[src/cpr_pkg.sv]
// Shared types, widths and codes of the cubic polynomial coordinate remap.
// Depends on nothing; every other file of the block refers to it by scoped names.
package cpr_pkg;

  localparam int unsigned COORD_BITS     = 12;
  localparam int unsigned COEF_FRAC_BITS = 40;
  localparam int unsigned TERMS_PER_AXIS = 10;
  localparam int unsigned SLOT_COUNT     = 2 * TERMS_PER_AXIS;
  localparam int unsigned SLOT_W         = $clog2(SLOT_COUNT);

  // Field widths of the item formats
  localparam int unsigned PIX_W     = 12;
  localparam int unsigned COEF_W    = 48;
  localparam int unsigned DIM_W     = 13;
  localparam int unsigned SRC_W     = 16;
  localparam int unsigned CFG_IDX_W = 1;

  // Exact datapath widths through the nested evaluation
  localparam int unsigned XS_W  = COORD_BITS + 1;
  localparam int unsigned P1_W  = COEF_W + XS_W;
  localparam int unsigned S2_W  = P1_W + 2;
  localparam int unsigned P3_W  = S2_W + XS_W;
  localparam int unsigned S4_W  = P3_W + 2;
  localparam int unsigned P5_W  = S4_W + XS_W;
  localparam int unsigned ACC_W = P5_W + 2;
  localparam int unsigned RND_W = ACC_W + 1 - COEF_FRAC_BITS;

  localparam int unsigned OFF_CLAMP_LOG = 20;
  localparam int unsigned OFF_W         = OFF_CLAMP_LOG + 1;
  localparam int unsigned SUM_W         = OFF_W + 2;

  // Pipeline depth
  localparam int unsigned AXIS_STAGES  = 6;
  localparam int unsigned ROUND_STAGES = 2;
  localparam int unsigned STAGES       = AXIS_STAGES + ROUND_STAGES + 1;
  localparam int unsigned COEF_STAGES  = AXIS_STAGES - 1;

  // Operation codes
  localparam logic OP_MAP  = 1'b0;
  localparam logic OP_LOAD = 1'b1;

  // Configuration register indexes
  localparam logic [CFG_IDX_W-1:0] REG_IMAGE_WIDTH  = CFG_IDX_W'(0);
  localparam logic [CFG_IDX_W-1:0] REG_IMAGE_HEIGHT = CFG_IDX_W'(1);
  localparam logic [DIM_W-1:0]     DIM_RESET        = DIM_W'(4096);

  // Term positions within one axis
  localparam int unsigned TERM_1   = 0;
  localparam int unsigned TERM_X   = 1;
  localparam int unsigned TERM_Y   = 2;
  localparam int unsigned TERM_XY  = 3;
  localparam int unsigned TERM_XX  = 4;
  localparam int unsigned TERM_YY  = 5;
  localparam int unsigned TERM_XXY = 6;
  localparam int unsigned TERM_YYX = 7;
  localparam int unsigned TERM_XXX = 8;
  localparam int unsigned TERM_YYY = 9;

  typedef logic signed [COEF_W-1:0] coef_t;
  typedef coef_t [TERMS_PER_AXIS-1:0] coef_set_t;
  typedef coef_t [SLOT_COUNT-1:0] coef_bank_t;

  typedef struct packed {
    logic                     operation;
    logic [PIX_W-1:0]         pixel_x;
    logic [PIX_W-1:0]         pixel_y;
    logic [4:0]               coef_index;
    logic signed [COEF_W-1:0] coef_value;
  } in_item_t;

  typedef struct packed {
    logic signed [SRC_W-1:0] source_x;
    logic signed [SRC_W-1:0] source_y;
    logic                    outside;
  } out_item_t;

  // Rounded, clamped offset in sign and magnitude form
  typedef struct packed {
    logic             neg;
    logic [OFF_W-1:0] mag;
  } offset_t;

endpackage

[src/cpr_coef_store.sv]
// Coefficient register bank: 20 signed entries, cleared at reset.
// Depends on cpr_pkg.
module cpr_coef_store (
  input  logic                          clk_i,
  input  logic                          rst_ni,
  input  logic                          we_i,
  input  logic [cpr_pkg::SLOT_W-1:0]    idx_i,
  input  cpr_pkg::coef_t                data_i,
  output cpr_pkg::coef_bank_t           bank_o
);

  cpr_pkg::coef_bank_t bank_q;

  // Slots past the last entry match no register and are dropped
  always_ff @(posedge clk_i or negedge rst_ni) begin
    if (!rst_ni) begin
      bank_q <= '0;
    end else begin
      for (int i = 0; i < cpr_pkg::SLOT_COUNT; i++) begin
        if (we_i && (idx_i == cpr_pkg::SLOT_W'(i))) begin
          bank_q[i] <= data_i;
        end
      end
    end
  end

  assign bank_o = bank_q;

endmodule

[config.mk]
export PLATFORM = sky130hd
export DESIGN_NAME = cpr_coef_store
export DESIGN_NICKNAME = d
export VERILOG_FILES = /design/src/cpr_pkg.sv /design/src/cpr_coef_store.sv
export SDC_FILE = /design/constraint.sdc
export NUM_CORES = 1
export LEC_CHECK = 0
export ABC_AREA = 1
export BUFFER_PORTS_ARGS = -buffer_cell sky130_fd_sc_hd__buf_2
export CORE_AREA = 4 4 389 391
export CTS_CLUSTER_SIZE = 28
export DETAILED_ROUTE_END_ITERATION = 8
export DIE_AREA = 0 0 393 395
export SYNTH_ARGS = -nofsm -noshare
export SYNTH_HDL_FRONTEND = slang
export SYNTH_SLANG_ARGS = --single-unit
export TNS_END_PERCENT = 5
[constraint.sdc]
create_clock -name clk_i -period 0.8 [get_ports clk_i]
set_input_delay 0.16 -clock clk_i [delete_from_list [all_inputs] [get_ports clk_i]]
set_output_delay 0.16 -clock clk_i [all_outputs]
set_load 0.02 [all_outputs]
Word-level counts from Yosys, hierarchy flattened
Cells that the tools add are included.
{ "classes": {"add_sub_neg": 0, "n_mul": 0, "div_mod_pow": 0, "order_cmp": 0, "n_eq_ne": 19, "shifts": 0, "muxes": 0, "bitwise_logic": 0, "n_reduce_logical": 21} }
{ "ops": {"columns": ["cell", "n"], "rows": [
  ["equality test 5 x 4 -> 1 bit, second input constant", 8],
  ["equality test 5 x 3 -> 1 bit, second input constant", 4],
  ["equality test 5 bit, second input constant", 4],
  ["logical AND 1 bit", 20],
  ["equality test 5 x 2 -> 1 bit, second input constant", 2],
  ["equality test 5 x 1 -> 1 bit, second input constant", 1],
  ["zero test 5 bit", 1]
]} }
{ "totals": {"ff_bits": 960, "latchBits": 0, "ram_bits": 0, "rom_bits": 0, "inputBits": 56, "output_inout_bits": 960, "memories": 0} }

Depth between registers and ports, before layout
{ "depth": {"word_depth": 2, "ltp_mapped": 8, "depth_no_buf": 5} }

Worst setup path after synthesis
Ideal clock, no wire load.
{ "synth_timing": {"path_type": "input to register", "from": "input port idx_i[3] (netlist name)", "to": "register bank_q (netlist bit bank_o[843])", "setup_ps": 117, "arrival_time_ps": 1095, "slack_ps": -412, "cell_stages": 7, "n_path_buf": 3, "cell_sequence": "nor2_1 -> buf_4 -> nand3_1 -> buf_2 -> buf_2 -> nand2_1 -> nand2_1"} }
{ "synth_between": {"elab_chain_len": 2} }
{ "synth_rtl": {"columns": ["element", "line", "source"], "rows": [
  ["from (decl)", "cpr_coef_store.sv:7", "input logic [cpr_pkg::SLOT_W-1:0] idx_i,"],
  ["equality test 5 bit", "cpr_coef_store.sv:20", "if (we_i && (idx_i == cpr_pkg::SLOT_W'(i))) begin"],
  ["logical AND 1 bit", "cpr_coef_store.sv:20", null],
  ["to (signal, indexed assignment)", "cpr_coef_store.sv:21", "bank_q[i] <= data_i;"],
  ["to (decl)", "cpr_coef_store.sv:12", "cpr_pkg::coef_bank_t bank_q;"]
]} }
Every way passes these cells.
A chain may end at the register's enable or synchronous reset.

Final worst setup path
{ "layout_timing": {"from": "register bank_q (netlist bit bank_o[282])", "to": "output port bank_o[282] (netlist name)"} }
{ "layout_rtl": {"columns": ["element", "line", "source"], "rows": [
  ["to (decl)", "cpr_coef_store.sv:9", "output cpr_pkg::coef_bank_t bank_o"]
]} }
No word-level cell between the ends.

==> impl_metrics.toml <==
[run_status]
status = "finished, violations left"
violations = "negative setup slack"

[synth]
syn_inst = 4315
synth_compound_gate_area_share = 0
yosysWarnings = 0
avgSynthCellArea_um2 = 8.91
synth_fa_ha_area_frac = 0
yosys.area_share.simple = 0.324
seq_area_frac_synth = 0.625
synth-xor-area-share = 0
synth_top_family_by_area = "simple AND/OR/NAND/NOR gates"
synthMuxAreaShare = 0
ys_types = 15
synth-seq-cells = 960
synthesis.nets = 4371
syn-cell-area_mm2 = 0.0384

[drt]
dr_wl_met3_um = 14900
antenna_left = 0
vias = 37200
drt-total-wl_um = 177000
route.met2.wl_um = 83700
highest_layer = "met5"
viasPerCell = 4.95
drtPass1Iterations = 6
drtIter0Drc = 3181
remaining_drc_errors = 0
wl_per_cell_um = 23.6
wl_met1_um = 67000

[power]
ir_drop_uv = 1650
p_sw_frac = 0.343
powerDensity_mw_per_mm2 = 2820
power_switching_mw = 55.1
p_int_mw = 105
p_seq_frac = 0.405
leakagePower_nw = 30.9
p_comb_frac = 0.273
clkPwrFrac = 0.322
finalPower_mw = 161

[critical_path]
critPathLaunchType = "flop"
rr_endpoint = "bank_o[59]"
worstSetupEndpointType = "output port"
cp_cell_sequence = "buf_6"
cp_top_family = "flip-flops"
rr_worst_depth = 4
critPathMaxStageDelay_ns = 0.44
startpoint = "bank_o[282]"
cp_slowest_cell = "dfrtp_1"
critical_path_class = "reg2out"
ff2ff_setup_slack_ns = -0.11
cp_max_fo = 2
critPathBufInv = 1
cp.arrival_ns = 1.32
cp.required_ns = 0.64
regToRegStartpoint = "bank_o[59]"

[min_path]
hp-class = "in2reg"
min_from = "idx_i[3]"
holdPathStages = 5
hold_end = "bank_o[265]"

[timing]
slew_headroom = 0.717
fin_skew_ns = 0
finalWorstSetupSlack_ns = -0.678
setup_viol = 1024
min_period_over_period = 1.85
tns_ns = -589.02
tightest_slew_ns = 0.425
hold_viol = 0
whs_ns = 0.119
period_minus_slack_ns = 1.48
max_freq_ghz = 0.677
rsz0062_at_grt = "yes"
finalMaxSlewViolations = 0

[cts]
clockRootBuffer = "clkbuf_16"
clk_latency_ns = 0.72
cts_buffer_depth = 3
h-tree-depth = 3
cts_inserted_buffers = 105
cts_tree = "built"
cts_sinks = 960
path_clk_slew_ns = 0.06

[die]
die_area_mm2 = 0.155
die_w_um = 393
rows = 141
start_util = 0.261
core_area_mm2 = 0.147
ios = 1016
dieHeight_um = 395

[cells_and_area]
stdcell_area_mm2 = 0.0570
layout_commonest_cell = "nand2_1"
fin_nets = 5546
syn_to_final_growth_pct = 48.4
fillers = 14600
largest_register_ffs = 960
drive_gt1_frac = 0.297
finalNonFillerCells = 7519
layout_common_cells = "nand2_1, dfrtp_1, nand3_1"
fin_util = 0.387

[global_routing]
antenna_found_initial = 9
grt_pass1_vias = 36700
grt_max_degree = 59
grt_first_pass_wirelength_um = 254000
track_usage = 0.220
overflow = 0

[place]
dp_hpwl_um = 127000
io_buffer_count = 1015
routabilityCongestion = 0.855
dp.cells = 7231
placed_area_mm2 = 0.0496
pre_cts_ws_ns = -0.729

[flow_run]
drv_cap = 0
==> final cells by class <==
class / instances / area [um^2] / share of cell area
Antenna cell: 6 / 15.0 / 0.000263
Multi-Input combinational cell: 2918 / 12600 / 0.222
Sequential cell: 960 / 24000 / 0.421
Timing Repair Buffer: 1496 / 14200 / 0.248
Clock inverter: 43 / 622 / 0.0109
Clock buffer: 157 / 3100 / 0.0544
Tap cell: 1930 / 2410 / 0.0423
Inverter: 9 / 48.8 / 0.000856
==> synth_stat cells, drive strengths merged <==
master / n / area share
nand4: 192 / 0.031
clkinv: 2 / 0.00020
nand3: 788 / 0.10
nand2: 1927 / 0.19
buf: 239 / 0.032
dfrtp: 960 / 0.62
inv: 7 / 0.00068
clkbuf: 189 / 0.018
nor2: 11 / 0.0019
==> per-layer routing <==
layer | global-route usage | up-vias
met1 | 0.270 | 18300
met4 | 0.124 | 6
met3 | 0.0415 | 504
met5 | 0 | -
li1 | - | 16300
met2 | 0.361 | 2096
==> tightest hold or removal path: stages <==
cell     delay (ns)
buf_2          0.17
nor2_4         0.08
buf_12         0.16
nand3_1        0.10
nand2_1        0.05
==> power groups by stage <==
stage	Sequential, mW	Combinational, mW	Clock (mW)
floorplan	74.2	8.60	0
global placement	64.3	37.8	0
detailed placement	64.4	38.3	0
CTS	64.3	41.7	52.6
global route	65.6	46.6	54.5
finish	65.0	43.9	51.7
==> logic make-up after synthesis <==
family / Yosys count
AND/OR/NAND/NOR: 2918
flip-flops: 960
buffers and inverters: 437
==> how the worst max path moves through the flow <==
stage,to,slack [ns],depth (start not counted)
floorplan,bank_o[219],-0.30,7
CTS,bank_o[28],-0.77,1
finish,bank_o[282],-0.68,1
global route,bank_o[286],-0.76,1
detailed placement,bank_o[198],-0.73,9
global placement,bank_o[386],-0.72,9
==> repair_timing <==
action | CTS | global route
gates resized for setup | 543 | 391
setup endpoints to repair | 960 | 1008
endpoints found under the hold margin | 1913 | 0
buffers inserted | 8 | 21
gates cloned | 0 | 0
hold buffers | 53 | 0
(Power assumes the default switching activity.)
