--- src/cpr_pkg.sv ---
// Shared types, widths and codes of the cubic polynomial coordinate remap.
// Depends on nothing; every other file of the block refers to it by scoped names.
package cpr_pkg;

  localparam int unsigned COORD_BITS     = 12;
  localparam int unsigned COEF_FRAC_BITS = 40;
  localparam int unsigned TERMS_PER_AXIS = 10;
  localparam int unsigned SLOT_COUNT     = 2 * TERMS_PER_AXIS;
  localparam int unsigned SLOT_W         = $clog2(SLOT_COUNT);

  // Field widths of the item formats
  localparam int unsigned PIX_W     = 12;
  localparam int unsigned COEF_W    = 48;
  localparam int unsigned DIM_W     = 13;
  localparam int unsigned SRC_W     = 16;
  localparam int unsigned CFG_IDX_W = 1;

  // Exact datapath widths through the nested evaluation
  localparam int unsigned XS_W  = COORD_BITS + 1;
  localparam int unsigned P1_W  = COEF_W + XS_W;
  localparam int unsigned S2_W  = P1_W + 2;
  localparam int unsigned P3_W  = S2_W + XS_W;
  localparam int unsigned S4_W  = P3_W + 2;
  localparam int unsigned P5_W  = S4_W + XS_W;
  localparam int unsigned ACC_W = P5_W + 2;
  localparam int unsigned RND_W = ACC_W + 1 - COEF_FRAC_BITS;

  localparam int unsigned OFF_CLAMP_LOG = 20;
  localparam int unsigned OFF_W         = OFF_CLAMP_LOG + 1;
  localparam int unsigned SUM_W         = OFF_W + 2;

  // Pipeline depth
  localparam int unsigned AXIS_STAGES  = 6;
  localparam int unsigned ROUND_STAGES = 2;
  localparam int unsigned STAGES       = AXIS_STAGES + ROUND_STAGES + 1;
  localparam int unsigned COEF_STAGES  = AXIS_STAGES - 1;

  // Operation codes
  localparam logic OP_MAP  = 1'b0;
  localparam logic OP_LOAD = 1'b1;

  // Configuration register indexes
  localparam logic [CFG_IDX_W-1:0] REG_IMAGE_WIDTH  = CFG_IDX_W'(0);
  localparam logic [CFG_IDX_W-1:0] REG_IMAGE_HEIGHT = CFG_IDX_W'(1);
  localparam logic [DIM_W-1:0]     DIM_RESET        = DIM_W'(4096);

  // Term positions within one axis
  localparam int unsigned TERM_1   = 0;
  localparam int unsigned TERM_X   = 1;
  localparam int unsigned TERM_Y   = 2;
  localparam int unsigned TERM_XY  = 3;
  localparam int unsigned TERM_XX  = 4;
  localparam int unsigned TERM_YY  = 5;
  localparam int unsigned TERM_XXY = 6;
  localparam int unsigned TERM_YYX = 7;
  localparam int unsigned TERM_XXX = 8;
  localparam int unsigned TERM_YYY = 9;

  typedef logic signed [COEF_W-1:0] coef_t;
  typedef coef_t [TERMS_PER_AXIS-1:0] coef_set_t;
  typedef coef_t [SLOT_COUNT-1:0] coef_bank_t;

  typedef struct packed {
    logic                     operation;
    logic [PIX_W-1:0]         pixel_x;
    logic [PIX_W-1:0]         pixel_y;
    logic [4:0]               coef_index;
    logic signed [COEF_W-1:0] coef_value;
  } in_item_t;

  typedef struct packed {
    logic signed [SRC_W-1:0] source_x;
    logic signed [SRC_W-1:0] source_y;
    logic                    outside;
  } out_item_t;

  // Rounded, clamped offset in sign and magnitude form
  typedef struct packed {
    logic             neg;
    logic [OFF_W-1:0] mag;
  } offset_t;

endpackage

--- src/cpr_round.sv ---
// Two-stage rounding of an exact offset: magnitude, then half-up and clamp.
// Depends on cpr_pkg.
module cpr_round (
  input  logic                               clk_i,
  input  logic [cpr_pkg::ROUND_STAGES-1:0]   adv_i,
  input  logic signed [cpr_pkg::ACC_W-1:0]   acc_i,
  output cpr_pkg::offset_t                   off_o
);

  localparam logic [cpr_pkg::ACC_W:0] HALF =
    {{cpr_pkg::ACC_W{1'b0}}, 1'b1} << (cpr_pkg::COEF_FRAC_BITS - 1);
  localparam logic [cpr_pkg::RND_W-1:0] CLAMP =
    {{(cpr_pkg::RND_W - 1){1'b0}}, 1'b1} << cpr_pkg::OFF_CLAMP_LOG;

  logic                          neg_q;
  logic [cpr_pkg::ACC_W-1:0]     mag_q;
  logic [cpr_pkg::ACC_W:0]       sum;
  logic [cpr_pkg::RND_W-1:0]     rnd;
  cpr_pkg::offset_t              off_q;

  assign sum = {1'b0, mag_q} + HALF;
  assign rnd = sum[cpr_pkg::ACC_W:cpr_pkg::COEF_FRAC_BITS];

  always_ff @(posedge clk_i) begin
    if (adv_i[0]) begin
      neg_q <= acc_i[cpr_pkg::ACC_W-1];
      mag_q <= acc_i[cpr_pkg::ACC_W-1] ? $unsigned(-acc_i) : $unsigned(acc_i);
    end
    if (adv_i[1]) begin
      off_q.neg <= neg_q;
      off_q.mag <= (rnd > CLAMP) ? CLAMP[cpr_pkg::OFF_W-1:0] : rnd[cpr_pkg::OFF_W-1:0];
    end
  end

  assign off_o = off_q;

endmodule
--- config.mk ---
export PLATFORM = sky130hd
export DESIGN_NAME = cpr_round
export DESIGN_NICKNAME = d
export VERILOG_FILES = /design/src/cpr_pkg.sv /design/src/cpr_round.sv
export SDC_FILE = /design/constraint.sdc
export NUM_CORES = 1
export LEC_CHECK = 0
export BUFFER_PORTS_ARGS = -buffer_cell sky130_fd_sc_hd__buf_2
export CAP_MARGIN = 20
export CORE_ASPECT_RATIO = 0.8
export CORE_MARGIN = 2
export CORE_UTILIZATION = 55
export DETAILED_ROUTE_END_ITERATION = 8
export GPL_TIMING_DRIVEN = 0
export HOLD_SLACK_MARGIN = 0.1
export PLACE_DENSITY = 0.81
export REMOVE_ABC_BUFFERS = 1
export SYNTH_ARGS = -nofsm -noshare
export SYNTH_HDL_FRONTEND = slang
export SYNTH_SLANG_ARGS = --single-unit
--- constraint.sdc ---
create_clock -name clk_i -period 4.4 [get_ports clk_i]
set_clock_uncertainty 0.1 [all_clocks]
set_input_delay 0.22 -clock clk_i [delete_from_list [all_inputs] [get_ports clk_i]]
set_output_delay 0.22 -clock clk_i [all_outputs]
set_load 0.01 [all_outputs]
# Yosys cells after proc, flatten, opt, wreduce, memory -nomap -nowiden
# Cells that the tools add are included.
[classes]
n_addsub = 2
order_cmp = 1
mux = 1
[op_table]
columns = ["op", "n"]
rows = [
  ["$add 93x40->94 const B", 1],
  ["$neg 93->93", 1],
  ["$mux 92", 1],
  ["$gt 54x21->1 const B", 1],
]
[totals]
register_bits = 116
out_inout_bits = 22

# Depth between registers and ports, before layout
[depth]
ltp_word = 2
depth_mapped = 10
mapped_depth_nobuf = 8

# Worst setup path after synthesis
# OpenSTA, ideal clock, no wires.
[synth_path]
kind = "flip-flop to flip-flop"
startpoint = "reg mag_q[50] (netlist name)"
endpoint = "reg off_q, in the netlist off_o[20], data pin"
setup_time_ns = 0.266
arrival_ns = 2.672
setup_slack_ns = 1.362
stages_incl_launch_ff = 10
path_buffers = 2
synth_period_minus_slack_ns = 3.038
path_cell_list = "edfxtp_1 -> buf_2 -> nand3_2 -> or3_1 -> clkbuf_2 -> o31a_1 -> nor4_2 -> o2111ai_1 -> or4_4 -> or3b_1"
[synth_via]
elab_chain_cells = 2
[synth_rtl]
columns = ["item", "line_no", "rtl"]
rows = [
  ["start: declaration", "cpr_round.sv:16", "logic [cpr_pkg::ACC_W-1:0] mag_q;"],
  ["start signal: assignment", "cpr_round.sv:27", "mag_q <= acc_i[cpr_pkg::ACC_W-1] ? $unsigned(-acc_i) : $unsigned(acc_i);"],
  ["$add 93x40->94 *", "cpr_round.sv:21", "assign sum = {1'b0, mag_q} + HALF;"],
  ["$gt 54x21->1", "cpr_round.sv:31", "off_q.mag <= (rnd > CLAMP) ? CLAMP[cpr_pkg::OFF_W-1:0] : rnd[cpr_pkg::OFF_W-1:0];"],
  ["end: declaration", "cpr_round.sv:19", "cpr_pkg::offset_t off_q;"],
]
# Mark *: on every way between the ends. The rest lies on a longest branch, timed or not.
# A chain may end at the register's enable or synchronous reset.

# Final worst setup path
[layout_path]
startpoint = "reg mag_q[39] (netlist name)"
endpoint = "reg off_q, in the netlist off_o[8], data pin"
# Same word-level chain as after synthesis.

==> results by group <==
Timing
  – Crit path time final: 4.02 ns
  – Period utilization: 91.3%
  – Fmax: roughly 250 MHz
  – Max-slew headroom: 36.7%
  – Setup WS post-layout: roughly 0.38 ns
  – Final setup viols: 0
  – Min Hold Slack: 0.102 ns
  – Final Hold Fails: 0
  – Slew of the pin with the lowest slew margin: 0.949 ns
  – RSZ-0062 raised after global routing: false
  – Setup_tns: 0 ns
  – Final Max Slew Viols: 0

Clock tree
  – Clock root buffer: clkbuf_16
  – Clock transition at the registers of the reported paths: 0.06 ns
  – CTS tree: built
  – Sink Count: 77
  – Total CTS buffers: 9
  – Clk Latency, worst-skew pair: 0.34 ns
  – H-tree depth: 3
  – Clk buf depth: 2

Yosys
  – Top cell type by total area after synthesis: edfxtp_1
  – Mapped Cells: 550
  – Post-synth EDFFs: 77
  – Avg Cell Area, Syn: between 9 and 10 µm²
  – Async S/R FF share, synth: 0%
  – Most used DFF post-synth: edfxtp_1
  – Commonest cells in the netlist: 77 x edfxtp_1, 72 x xnor2_1, 43 x nor4_1, 41 x nand2_1, 30 x nand3_1
  – Most numerous cell in the Yosys netlist: edfxtp_1
  – Largest cells by area after synthesis: edfxtp_1 43%, xnor2_1 12%, nor4_1 5.0%
  – Ys Warns: 0
  – Top cell type's share of synthesized area: 43.0%
  – Count of cell types in the netlist: 58
  – Mapped Area: 0.00538 mm²
  – #FFs+latches synth: 77
  – Sequential area share after synthesis: 43.0%

Floorplanning
  – Die span in x: approximately 110 µm
  – Starting Density: ~56%
  – Die H: a little over 90 µm
  – DIE AREA: 0.0106 mm²
  – CORE AREA: 0.00957 mm²
  – # rows: 32
  – Io pins: approximately 120

Flow run
  – Number of max-cap violations: 0

Worst setup path
  – R2R Setup Slk: 0.38 ns
  – Crit path kind: reg2reg
  – Crit path required time: between 4 and 5 ns
  – Worst EP arrival: 4.06 ns
  – Worst-path fanout max: 11
  – Crit end category: register
  – Crit start category: register

Hold path
  – HP Class: in2reg

Route
  – # DRC: 0
  – Post-DRT Antenna Nets: 0
  – Average wire per cell in the routed design: approximately 18 µm
  – WL final: about 14,000 µm
  – Vias: 5,038
  – Vias/cell: 6.41
  – 1st-pass router iterations: 5
  – Initial drt markers: around 420

Finish
  – Seq. cell area: 0.00231 mm²
  – Final Instance Count excl. Fillers: a little under 800
  – Final Instance Area: 0.00642 mm²
  – Final nets: 759
  – Antenna fix cells: 0
  – Combined area of the multi-input logic cells: 0.00294 mm²
  – Post-Route Utilization: between 60% and 70%
  – Synth-to-Final Area Change: 19.3%
  – Share of cells above drive strength 1: around a quarter
  – # fillers: 754

GRT
  – First-pass GRT wire length: ~23,000 µm
  – Vias in the first global route: 4,590
  – Initial antenna violation count: 0
  – Largest net degree at the start of global routing: 56
  – Overflow after GRT: 0
  – GRT Total Usage: 27.1%

Power and ir drop
  – Power Density: 316 mW/mm²
  – Max VDD drop: 168 µV
  – Pleak: 2.12 nW
  – Pwr Total: 2.03 mW

Place
  – GP Congestion: 0.943
  – DP HPWL: 10,400 µm
  – Placed cell area: 0.00602 mm²
  – Port bufs: 117
  – Placed Cells: approximately 760
  – Pre-CTS setup slack: -0.0285 ns

Run status
  – Run status: finished, final reports clean
-- worst max-delay path: stages (launching register included) --
cell	delay [ns]
edfxtp_1	0.42
ha_1	0.26
nand4_1	0.37
nor2_2	0.50
nand4b_1	0.27
or4_1	0.55
a22oi_1	0.43
nand4_1	0.52
nor4_1	0.41
-- where the power goes --
part           switching [mW]  internal (mW)
Combinational           0.167          0.145
Clock                   0.297          0.441
Sequential             0.0965          0.884
-- routing by layer --
metal | routed length, µm | GRT usage [%] | vias to the layer above
met5 | 0 | 0 | -
met4 | 239 | 7.93 | 0
met3 | 1390 | 5.24 | 27
met2 | 6250 | 42.6 | 268
met1 | 6170 | 38.2 | 2329
li1 | - | - | 2414
-- kinds of logic after synthesis --
logic type	synth area share, %
compound gates	12.4
xor+xnor	13.0
fa+ha+maj	0.232
buf+inv	3.12
flops	43.0
mux	0.581
simple gates	27.7
-- state kept, by name, summed over array words and instances, names as in the netlist --
register  flops
neg_q         1
mag_q        54
off_o        22
-- area by class of cell --
type | count | share of cell area [%]
multi-input cells | 437 | 45.7
well taps | 119 | 2.32
clock buffers | 9 | 3.51
inverters | 10 | 0.585
flip-flops and latches | 77 | 36.0
clock inverters | 7 | 1.13
repair buffers | 127 | 10.7
-- cells in the final DEF (no fill, tap or decap), types with 5 or more instances in the layout --
master / instances
a21oi_1: 10
and3_1: 6
and4_1: 7
buf_2: 118
clkbuf_16: 9
dlygate4sd3_1: 6
edfxtp_1: 77
inv_1: 10
nand2_1: 41
nand3_1: 30
nand4_1: 30
nor2_1: 26
nor3_1: 18
nor4_1: 42
nor4_2: 5
o21ai_0: 23
o31ai_1: 17
o41ai_1: 8
or3_1: 15
or4_1: 15
xnor2_1: 72
xor2_1: 8
-- final timing paths --
check	startpoint	endpoint	cells after the start
max	mag_q[39]$_DFFE_PP_	off_o[8]$_SDFFCE_PN0P_	8
min	acc_i[76]	mag_q[76]$_DFFE_PP_	2
max reg2reg	mag_q[39]$_DFFE_PP_	off_o[8]$_SDFFCE_PN0P_	8
min reg2reg	neg_q$_DFFE_PP_	off_o[21]$_DFFE_PP_	0
-- repair_timing --
action | CTS | global route
buffers inserted | 0 | 2
pin swaps | 0 | 1
hold buffers | 6 | 0
endpoints found under the hold margin | 6 | 0
setup endpoints to repair | 1 | 21
gates resized for setup | 1 | 2
cloned | 1 | 0
Power figures use the tool's default switching activity.
